===== config.mk =====
export PLATFORM = sky130hd
export DESIGN_NAME = ffra_cell
export DESIGN_NICKNAME = d
export VERILOG_FILES = /design/src/ffra_pkg.sv /design/src/ffra_cell.sv
export SDC_FILE = /design/constraint.sdc
export NUM_CORES = 1
export LEC_CHECK = 0
export ABC_AREA = 0
export BUFFER_PORTS_ARGS = -buffer_cell sky130_fd_sc_hd__buf_2
export CAP_MARGIN = 20
export CORE_MARGIN = 1
export CORE_UTILIZATION = 44
export CTS_BUF_LIST = sky130_fd_sc_hd__clkbuf_2
export CTS_CLUSTER_DIAMETER = 150
export CTS_CLUSTER_SIZE = 24
export DETAILED_ROUTE_END_ITERATION = 10
export MAX_ROUTING_LAYER = met4
export PLACE_DENSITY = 0.77
export SLEW_MARGIN = 20
export SYNTH_ARGS = -nofsm -noshare
export SYNTH_HDL_FRONTEND = slang
export SYNTH_SLANG_ARGS = --single-unit

===== constraint.sdc =====
create_clock -name clk -period 1.5 [get_ports clk]
set_input_delay 0.075 -clock clk [delete_from_list [all_inputs] [get_ports clk]]
set_output_delay 0.075 -clock clk [all_outputs]
set_load 0.02 [all_outputs]

===== src/ffra_pkg.sv =====
`timescale 1ns / 1ps
// ffra_pkg: sizes, state codes and shared types of the first-fit interval allocator
// used by the channel interfaces, the register cells, the group encoder and the top level

package ffra_pkg;

  localparam int NUM_REGS   = 256;
  localparam int POS_BITS   = 20;

  // fixed result field widths
  localparam int REG_NUM_W  = 8;
  localparam int PRESS_W    = 9;

  // cells are grouped for the two-level first-fit search
  localparam int GRP_SZ     = 16;
  localparam int LOC_W      = $clog2(GRP_SZ);
  localparam int NUM_GRPS   = (NUM_REGS + GRP_SZ - 1) / GRP_SZ;
  localparam int GRP_W      = (NUM_GRPS > 1) ? $clog2(NUM_GRPS) : 1;
  localparam int PAD_REGS   = NUM_GRPS * GRP_SZ;
  localparam int CH_W       = GRP_W + LOC_W;
  localparam int CH_EXT_W   = CH_W + REG_NUM_W;

  // register usage counter holds 0..NUM_REGS
  localparam int CNT_W      = $clog2(NUM_REGS + 1);
  localparam int CNT_EXT_W  = CNT_W + PRESS_W;

  typedef enum logic [1:0] {
    S_IDLE,
    S_CMP,
    S_ENC,
    S_WR
  } ffra_state_t;

  // per-group outcome of the first-fit search
  typedef struct packed {
    logic             any;
    logic [LOC_W-1:0] loc;
    logic             free;
  } grp_res_t;

endpackage


===== src/ffra_cell.sv =====
`timescale 1ns / 1ps
// ffra_cell: one physical register entry (last use, in-use flag) with its fit test
// depends on ffra_pkg; chained to its neighbor through the hit signal

module ffra_cell (
  input  logic                          clk,
  input  logic                          rst_n,
  input  logic [ffra_pkg::POS_BITS-1:0] def_pos,
  input  logic                          wr_en,
  input  logic [ffra_pkg::POS_BITS-1:0] wr_last,
  input  logic                          clr,
  input  logic                          hit_in,
  output logic                          hit_out,
  output logic                          first,
  output logic                          free
);
  import ffra_pkg::*;

  logic [POS_BITS-1:0] last_use_r, last_use_nxt;
  logic                in_use_r, in_use_nxt;
  logic                fit_r, fit_nxt;
  logic                free_r, free_nxt;

  always_comb begin
    last_use_nxt = wr_en ? wr_last : last_use_r;
    if (clr) begin
      in_use_nxt = 1'b0;
    end else if (wr_en) begin
      in_use_nxt = 1'b1;
    end else begin
      in_use_nxt = in_use_r;
    end
    fit_nxt  = !in_use_r || (last_use_r < def_pos);
    free_nxt = !in_use_r;
  end

  always_ff @(posedge clk) begin
    if (!rst_n) begin
      in_use_r <= 1'b0;
      fit_r    <= 1'b0;
      free_r   <= 1'b0;
    end else begin
      in_use_r <= in_use_nxt;
      fit_r    <= fit_nxt;
      free_r   <= free_nxt;
    end
  end

  always_ff @(posedge clk) begin
    last_use_r <= last_use_nxt;
  end

  // first fitting cell in the group: no earlier neighbor has claimed a hit
  assign first   = fit_r && !hit_in;
  assign hit_out = fit_r || hit_in;
  assign free    = free_r;

endmodule


==> out/qor.yml <==
finalCritPeriodShare: 1.07
endpoint_kind: "flop"
fin_crit_ps: 1600
synth_common_cells: "edfxtp_1 (20), inv_1 (20), ha_1 (19)"
worst_path_max_delay_cell: "edfxtp_1"
cts_max_level: 1
cp.arrival_ps: 1860
ys.flop_type: "edfxtp_1"
area_delta_synth_final_pct: 55.3
avgSynthCellArea_um2: 12.1
cpPeakStageDelay_ps: 480
diodes: 0
r2r_cells: 6
grt_usage: 0.202
drv_slew: 0
dp_cells: 173
root_buffer: "clkbuf_2"
clockBufferDepth: 2
synth.yosys.seq_area_share: 0.568
finalPower_w: 0.00136
fin_nets: 236
syn_inst: 96
required_ps: 1760
violations: "setup timing"
power.density_nw_per_um2: 753
peakVddDrop_mv: 0.624
clock_latency_ps: 340
cts.reportedPaths.clkPinSlew_ps: 220
worst_pin_slew_ps: 464
final_antenna_net_count: 0
setup_ws_ps: -103
hold_ws_ps: 193
grt_pass1_wl_mm: 3.82
grt_pass1_vias: 938
finalSetupViolations: 1
place_congestion: 0.783
crit_fanout: 2
die_h_um: 53.4
synthArstFlopShare: 0
path_cells: "ha_4 > nand4_1 > nor2_2 > nand3_2 > nor4_2 > o21bai_1"
cts_tree: "built"
p_int_w: 0.000989
rsz0062_at_grt: "yes"
p_leak_nw: 0.845
wl_per_cell_um: 14.1
num_vias: 1006
drv_cap: 0
clock.fmax_mhz: 624
vias_per_cell: 5.00
synth_area_leader_cell: "edfxtp_1"
critPathKind: "flop to flop"
maxSlewHeadroom: 0.690
dieArea_um2: 2850
final_core_util: 0.729
finalHoldViolCount: 0
skew_ps: 1.30
syn_area_um2: 1160
status: "finished with violations"
drt-total-wl_mm: 2.84
initial_core_util: 0.469
dp_hpwl_mm: 1.64
cts_buffers: 3
hold_path_class: "input port to flop"
switching_share: 0.272
drive_gt1_frac: 0.398
power.share.clock: 0.188
grt_overflow: 0
yosys_warnings: 0
grt_max_degree: 22
ys_top_cells_by_area: "edfxtp_1 (52%), ha_1 (20%), inv_1 (6.5%)"
syn_nets: 160
yosysTopAreaCellShare: 0.517
portBuffers: 47
synth-edff-count: 20
drt_iter0_drc: 28
ys_types: 20
nFillCells: 169
antenna_found_initial: 0
yosys_register_bits: 23
cts.sinks: 23
drtPass1Iterations: 5
ioPinCount: 48
die_w_um: 53.4
whs_path_depth: 1
fin_cells: 201
seq_power_share: 0.568
drcViolationCount: 0
crit_path_start_kind: "flop"
power.switching_w: 0.000370
final.setup.tns_ps: -103
p_comb_frac: 0.245
rows: 18
core_um2: 2480
[power groups by stage]
stage | Clock [W] | Sequential, W | Combinational, W
final | 0.000255 | 0.000771 | 0.000332
after global routing | 0.000278 | 0.000775 | 0.000371
after CTS | 0.000258 | 0.000767 | 0.000279
after detailed placement | 0 | 0.000781 | 0.000219
after global placement | 0 | 0.000777 | 0.000209
after floorplan | 0 | 0.000778 | 0.000117
[sequential cells by signal (all words and copies together) (netlist names)]
name / count
fit_r: 1
last_use_r: 20
in_use_r: 1
free: 1
[per-stage QoR]
step | worst slack (ps) | area, µm²
final | -103 | 1810
after global placement | 1.46 | 1440
after global routing | -158 | 1810
after floorplan | 61.8 | 1160
after CTS | 0.0350 | 1720
after detailed placement | -129 | 1440
[metal layers]
layer,up-vias,part of all wire,GRT usage
met3,8,0.058,0.0431
met2,53,0.56,0.371
met1,455,0.36,0.193
met4,0,0.023,0.114
li1,490,-,-
met5,-,0,-
[layout by cell type, fill, tap and decap left out, types with 2 or more instances in the layout]
cell type / instances
ha_1: 14
o21ai_2: 2
dfxtp_1: 3
ha_4: 5
inv_1: 20
a211oi_2: 3
dlygate4sd3_1: 23
a21oi_1: 5
edfxtp_1: 20
nand2_1: 5
nor2b_1: 3
buf_2: 47
nor2_1: 4
clkbuf_2: 3
[timing repair]
item                       4_1_cts  5_1_grt
buffers inserted                 1        0
gates resized for setup          5       12
setup endpoints to repair        1        1
pin swaps                        7        3
hold buffers                    23        0
hold endpoints to repair        23        0
[kinds of logic after synthesis]
group | synth area share
flops | 0.568
buf+inv | 0.0646
fa+ha+maj | 0.205
simple gates | 0.0754
compound gates | 0.0872
[final timing paths]
check / startpoint / end / slack [ps]
worst max-delay path: last_use_r[17]$_DFFE_PP_ / fit_r$_SDFF_PN0_ / -100
worst min-delay path: wr_en / last_use_r[6]$_DFFE_PP_ / 190
worst max register to register: last_use_r[17]$_DFFE_PP_ / fit_r$_SDFF_PN0_ / -100
worst min register to register: in_use_r$_SDFFE_PP0P_ / free$_SDFF_PN0_ / 470
[final cells by class]
cell class | count | area (µm²) | area share
Timing Repair Buffer | 71 | 473 | 0.262
Clock inverter | 1 | 5.00 | 0.00277
Tap cell | 30 | 37.5 | 0.0208
Multi-Input combinational cell | 53 | 539 | 0.299
Inverter | 20 | 75.1 | 0.0416
Clock buffer | 3 | 15.0 | 0.00832
Sequential cell | 23 | 661 | 0.366
[worst max-delay path: cells and delay by family, from the launching register on]
family / cells / cell delay [ps]
DFF: 1 / 480
AOI/OAI and AO/OA: 1 / 110
and+or+nand+nor: 4 / 630
adders and majority gates: 1 / 300
Power figures use the tool's default switching activity.
