File: src/ffra_pkg.sv
`timescale 1ns / 1ps
// ffra_pkg: sizes, state codes and shared types of the first-fit interval allocator
// used by the channel interfaces, the register cells, the group encoder and the top level

package ffra_pkg;

  localparam int NUM_REGS   = 256;
  localparam int POS_BITS   = 20;

  // fixed result field widths
  localparam int REG_NUM_W  = 8;
  localparam int PRESS_W    = 9;

  // cells are grouped for the two-level first-fit search
  localparam int GRP_SZ     = 16;
  localparam int LOC_W      = $clog2(GRP_SZ);
  localparam int NUM_GRPS   = (NUM_REGS + GRP_SZ - 1) / GRP_SZ;
  localparam int GRP_W      = (NUM_GRPS > 1) ? $clog2(NUM_GRPS) : 1;
  localparam int PAD_REGS   = NUM_GRPS * GRP_SZ;
  localparam int CH_W       = GRP_W + LOC_W;
  localparam int CH_EXT_W   = CH_W + REG_NUM_W;

  // register usage counter holds 0..NUM_REGS
  localparam int CNT_W      = $clog2(NUM_REGS + 1);
  localparam int CNT_EXT_W  = CNT_W + PRESS_W;

  typedef enum logic [1:0] {
    S_IDLE,
    S_CMP,
    S_ENC,
    S_WR
  } ffra_state_t;

  // per-group outcome of the first-fit search
  typedef struct packed {
    logic             any;
    logic [LOC_W-1:0] loc;
    logic             free;
  } grp_res_t;

endpackage

File: src/ffra_grp_enc.sv
`timescale 1ns / 1ps
// ffra_grp_enc: registers the one-hot first fit of a group of cells as an index
// depends on ffra_pkg for group size and the grp_res_t struct

module ffra_grp_enc (
  input  logic                        clk,
  input  logic [ffra_pkg::GRP_SZ-1:0] first,
  input  logic [ffra_pkg::GRP_SZ-1:0] free,
  input  logic                        hit_last,
  output ffra_pkg::grp_res_t          res_r
);
  import ffra_pkg::*;

  grp_res_t res_nxt;

  always_comb begin
    res_nxt.any  = hit_last;
    res_nxt.loc  = '0;
    res_nxt.free = 1'b0;
    for (int k = 0; k < GRP_SZ; k++) begin
      if (first[k]) begin
        res_nxt.loc  = res_nxt.loc | LOC_W'(k);
        res_nxt.free = res_nxt.free | free[k];
      end
    end
  end

  always_ff @(posedge clk) begin
    res_r <= res_nxt;
  end

endmodule

File: config.mk
export PLATFORM = sky130hd
export DESIGN_NAME = ffra_grp_enc
export DESIGN_NICKNAME = d
export VERILOG_FILES = /design/src/ffra_pkg.sv /design/src/ffra_grp_enc.sv
export SDC_FILE = /design/constraint.sdc
export NUM_CORES = 1
export LEC_CHECK = 0
export BUFFER_PORTS_ARGS = -buffer_cell sky130_fd_sc_hd__buf_2
export CORE_AREA = 2 2 39 41
export CTS_BUF_LIST = sky130_fd_sc_hd__clkbuf_4 sky130_fd_sc_hd__clkbuf_8
export DETAILED_ROUTE_END_ITERATION = 10
export DIE_AREA = 0 0 41 43
export PLACE_DENSITY_LB_ADDON = 0.3
export SLEW_MARGIN = 20
export SYNTH_ARGS = -nofsm -noshare
export SYNTH_HDL_FRONTEND = slang
export SYNTH_SLANG_ARGS = --single-unit
File: constraint.sdc
create_clock -name clk -period 1.7 [get_ports clk]
set_input_delay 0.17 -clock clk [delete_from_list [all_inputs] [get_ports clk]]
set_output_delay 0.17 -clock clk [all_outputs]
set_load 0.005 [all_outputs]
==> results.yml, run 1 <==
grt:
  grt_usage: 0.1275
  grt_first_pass_wirelength_mm: 1.566
  vias_in_the_first_global_route: 432
  antenna_found_initial: 0
  grt_overflow: 0
  largest_net_degree_at_the_start_of_global_routing: 5
final_layout:
  layout.cells.most_common: "sky130_fd_sc_hd__buf_2"
  reg.largest.list: "res_r: 6 flops"
  largest_register_ffs: 6
  regMostFlops: "res_r"
  most-common-layout-cells: "sky130_fd_sc_hd__buf_2 (39), sky130_fd_sc_hd__nor4_1 (7), sky130_fd_sc_hd__dfxtp_1 (6)"
  total_area_of_multi_input_combinational_cells_sq_um: 160.2
  layout-drive-gt1-share: 0.6765
  antenna-diode-count: 0
  final_util: 0.3743
  sequential_cell_area_sq_um: 120.1
  finish.net_count: 104
  areaGrowthSynthToFinish_pct: 84.82
  fillers: 151
  postLayoutCellArea_sq_um: 518.0
synthesis:
  ys_ff_latch: 6
  post_synth.cell_area_avg_sq_um: 10.78
  synthXorXnorAreaFrac: 0
  syn-cell-area_sq_um: 280.3
  yosysUniqueCellTypes: 6
  synthMuxAreaShare: 0
  postSynthNetCount: 60
  post_synth_fa_ha_maj_area_fraction: 0
  synth-compound-area-share: 0.3393
  yosys.area_share.simple: 0.2321
  main_combinational_cell_family_by_area_after_synthesis: "compound AO/OA/AOI/OAI gates"
  syn-instance-count: 26
  synth-warning-count: 0
  synth_sequential_area_ratio: 0.4286
die:
  boundaryPins: 40
  die-width_microns: 41
  initial_utilization: 0.2025
  rows: 14
  die_h_microns: 43
  die_area_sq_um: 1763
  core_area_sq_um: 1384
setup_path:
  cp_top_family: "flip-flops"
  path_cells: "buf_2"
  crit_path_start_kind: "flip-flop"
  cpMaxStageDelayCell: "sky130_fd_sc_hd__dfxtp_1"
  crit_path_end_kind: "output port"
  cp.required_ns: 1.53
  path_class: "reg -> out"
  critical-path-max-stage-delay_ns: 0.29
  critPathMaxFanout: 1
  critical_path.n_buffers_inverters: 1
  cp.arrival_ns: 0.64
sta:
  timing_hold_violations_final: 0
  slew_worst_pin_ns: 0.3172
  timing.hold.ws_ns: 0.03448
  final_critical_path_setup_slack_ns: 0.8895
  layout_min_cycle_time_ns: 0.8105
  finalMaxSlewViolations: 0
  finalCritPeriodShare: 0.4767
  setup_repair_after_global_routing_missed_its_margin: "no"
  finalSetupTns_ns: 0
  worst_slew_margin_rel: 0.7866
  setup_violations: 0
  max_clock_freq_ghz: 1.234
clock_tree:
  cts.htree.levels: 1
  cts.sink_count: 6
  cts_hold_repair.buffers: 0
  cts_tree: "built"
  ctsRootBufferMaster: "sky130_fd_sc_hd__clkbuf_4"
  tritoncts.num_buffers: 3
  clkTransAtPathRegs_ns: 0.04
  cts.path.max_buffers: 2
  post-cts-setup-buffers: 0
  postCtsResizedCells: 0
detailed_routing:
  first_pass_iters: 3
  postRouteWirelength_microns: 924
  drt-wirelength-per-cell_microns: 11.00
  drtAntennaViolNets: 0
  vias_per_cell: 4.798
  vias: 403
  initialDrtViolationCount: 1
  remaining_drc_errors: 0
job:
  drv_cap: 0
power:
  cellLeakagePower_nw: 0.2421
  power.ir.vdd_worst_v: 0.0002270
  p_per_area_nw_per_um2: 662.7
placement:
  dpl-instance-area_sq_um: 495.5
  finalWeightedCongestion: 0.7979
  place_ws_ns: 0.7498
  portBuffers: 39
status:
  status: "completed"
min_path:
  classification_of_the_worst_slack_hold_path: "in -> reg"
==> worst paths after layout <==
kind	from	endpoint	slack [ns]	cells past startpoint
max	res_r[0]$_DFF_P_	res_r[0]	0.89	1
min	hit_last	res_r[5]$_DFF_P_	0.03	1
==> logic make-up after synthesis <==
logic type | Yosys count
simple gates | 12
compound gates | 8
flops | 6
==> metal layers <==
layer	vias to the layer above	global-route usage	wire length [microns]
met2	23	0.1969	463
met1	181	0.1447	346
met5	-	0	0
li1	199	-	-
met4	0	0.07333	0
met3	0	0.04188	113
==> layout make-up <==
cell class	instances	area share
multi-input cells	20	0.3092
flip-flops and latches	6	0.2319
repair buffers	39	0.3768
clock buffers	3	0.04348
well taps	16	0.03865
==> synth_stat cells, drive strengths merged <==
master,instances,share of area
nand2,4,0.054
dfxtp,6,0.43
a221oi,4,0.21
nor4,7,0.16
a22o,4,0.12
nand4,1,0.022
==> report_power, final <==
group	internal, W	switching [W]	total, W
clock network	0.0000795	0.0000457	0.000125
logic	0.0000430	0.0000317	0.0000747
registers	0.000143	0.000000343	0.000143
total	0.000266	0.0000777	0.000343
==> stage by stage <==
step	power (W)	cells
floorplan	0.0001670	26
global placement	0.0002211	81
detailed placement	0.0002212	81
CTS	0.0003504	84
global route	0.0003653	84
finish	0.0003433	84
(Power assumes the default switching activity.)
==> inputs of run 2 (changes only) <==
==> constraint.sdc (replaced) <==
create_clock -name clk -period 0.8 [get_ports clk]
set_input_delay 0.08 -clock clk [delete_from_list [all_inputs] [get_ports clk]]
set_output_delay 0.08 -clock clk [all_outputs]
set_load 0.005 [all_outputs]
==> results.yml, run 2 (synthesis results as in run 1) <==
grt:
  vias_in_the_first_global_route: 451
  grt_usage: 0.1345
  grt_first_pass_wirelength_mm: 1.662
  grt_overflow: 0
  largest_net_degree_at_the_start_of_global_routing: 5
  antenna_found_initial: 0
setup_path:
  critical_path.n_buffers_inverters: 1
  crit_path_start_kind: "flip-flop"
  crit_path_end_kind: "output port"
  cp_top_family: "flip-flops"
  path_class: "reg -> out"
  setup.worst_path.start: "res_r[2]$_SDFF_PP1_"
  crit_cells: 1
  cpMaxStageDelayCell: "sky130_fd_sc_hd__dfxtp_1"
  critical_path.endpoint: "res_r[2]"
  critical-path-max-stage-delay_ns: 0.29
  critPathMaxFanout: 1
  cp.required_ns: 0.72
  cp.arrival_ns: 0.64
  path_cells: "buf_2"
final_layout:
  fillers: 152
  largest_register_ffs: 6
  regMostFlops: "res_r"
  finish.net_count: 109
  most-common-layout-cells: "sky130_fd_sc_hd__buf_2 (39), sky130_fd_sc_hd__nor4_1 (7), sky130_fd_sc_hd__dfxtp_1 (6)"
  reg.largest.list: "res_r: 6 flops"
  final_util: 0.4033
  instances_no_fill: 89
  layout.cells.most_common: "sky130_fd_sc_hd__buf_2"
  antenna-diode-count: 0
  areaGrowthSynthToFinish_pct: 99.11
  layout-drive-gt1-share: 0.6849
job:
  drv_cap: 0
sta:
  layout_min_cycle_time_ns: 0.7202
  finalMaxSlewViolations: 0
  timing.hold.ws_ns: 0.06085
  timing_hold_violations_final: 0
  final_critical_path_setup_slack_ns: 0.07976
  max_clock_freq_ghz: 1.388
  worst_slew_margin_rel: 0.7226
  setup_repair_after_global_routing_missed_its_margin: "no"
  setup_violations: 0
  finalCritPeriodShare: 0.9003
  slew_worst_pin_ns: 0.4122
power:
  report.power.total_w: 0.0007465
  sw_frac_of_total: 0.2239
  netSwitchingPower_w: 0.0001671
  pwr-share-comb: 0.238
  p_per_area_nw_per_um2: 1338
  cellLeakagePower_nw: 0.2654
  internal-power_w: 0.0005793
  power.share.clock: 0.354
  seq_power_share: 0.408
  power.ir.vdd_worst_v: 0.0003698
die:
  core_area_sq_um: 1384
  die_h_microns: 43
  rows: 14
  die-width_microns: 41
  die_area_sq_um: 1763
  boundaryPins: 40
  initial_utilization: 0.2025
clock_tree:
  cts_tree: "built"
  cts.path.max_buffers: 2
  cts.sink_count: 6
  tritoncts.num_buffers: 3
  clkTransAtPathRegs_ns: 0.04
  postCtsResizedCells: 0
  ctsRootBufferMaster: "sky130_fd_sc_hd__clkbuf_4"
  cts.htree.levels: 1
detailed_routing:
  first_pass_iters: 4
  initialDrtViolationCount: 3
  remaining_drc_errors: 0
  vias_per_cell: 4.753
  drtAntennaViolNets: 0
  postRouteWirelength_microns: 957
  vias: 423
  drt-wirelength-per-cell_microns: 10.75
status:
  status: "completed"
placement:
  portBuffers: 39
  dp_hpwl_microns: 855.9
  place_ws_ns: -0.06190
  post-place-cells: 85
  finalWeightedCongestion: 0.8199
min_path:
  classification_of_the_worst_slack_hold_path: "in -> reg"
-- run 2: power by group through the flow --
| stage | sequential [W] | combinational [W] | clock (W) |
|---|---|---|---|
| 5_1_grt | 0.000305 | 0.000198 | 0.000290 |
| 4_1_cts | 0.000305 | 0.000180 | 0.000276 |
| 2_1_floorplan | 0.000311 | 0.0000439 | 0 |
| 3_3_place_gp | 0.000310 | 0.000174 | 0 |
| 6_report | 0.000305 | 0.000178 | 0.000264 |
| 3_5_place_dp | 0.000310 | 0.000175 | 0 |
-- run 2: per-layer routing --
layer,vias up,global-route usage,share of wire
met5,-,0,0
met4,0,0.04000,0
met3,0,0.04712,0.11
met2,26,0.2219,0.51
met1,189,0.1543,0.38
li1,208,-,-
-- run 2: worst min path at each step --
stage,startpoint,end,slack (ns),depth (start not counted)
floorplan,hit_last,res_r[5]$_DFF_P_,0.11,0
global placement,hit_last,res_r[5]$_DFF_P_,0.18,1
detailed placement,hit_last,res_r[5]$_DFF_P_,0.18,1
CTS,first[2],res_r[2]$_SDFF_PP1_,0.06,3
global route,free[13],res_r[0]$_DFF_P_,0.07,3
finish,first[2],res_r[2]$_SDFF_PP1_,0.06,3
-- run 2: cell type report --
type	count	area, sq um	share of cell area
repair buffers	44	235.2	0.4215
multi-input cells	20	160.2	0.2870
flip-flops and latches	6	120.1	0.2152
clock buffers	3	22.52	0.04036
well taps	16	20.02	0.03587
-- run 2: repair_timing --
action,4_1_cts,5_1_grt
hold buffers,1,0
setup buffers,0,0
endpoints found under the hold margin,1,0
-- run 2: per-stage QoR --
| stage | instance area (sq um) | setup TNS [ns] |
|---|---|---|
| 6_report | 558.0 | 0 |
| 5_1_grt | 558.0 | 0 |
| 4_1_cts | 558.0 | 0 |
| 3_5_place_dp | 525.5 | -0.1740 |
| 3_3_place_gp | 525.5 | -0.1272 |
| 2_1_floorplan | 280.3 | 0 |
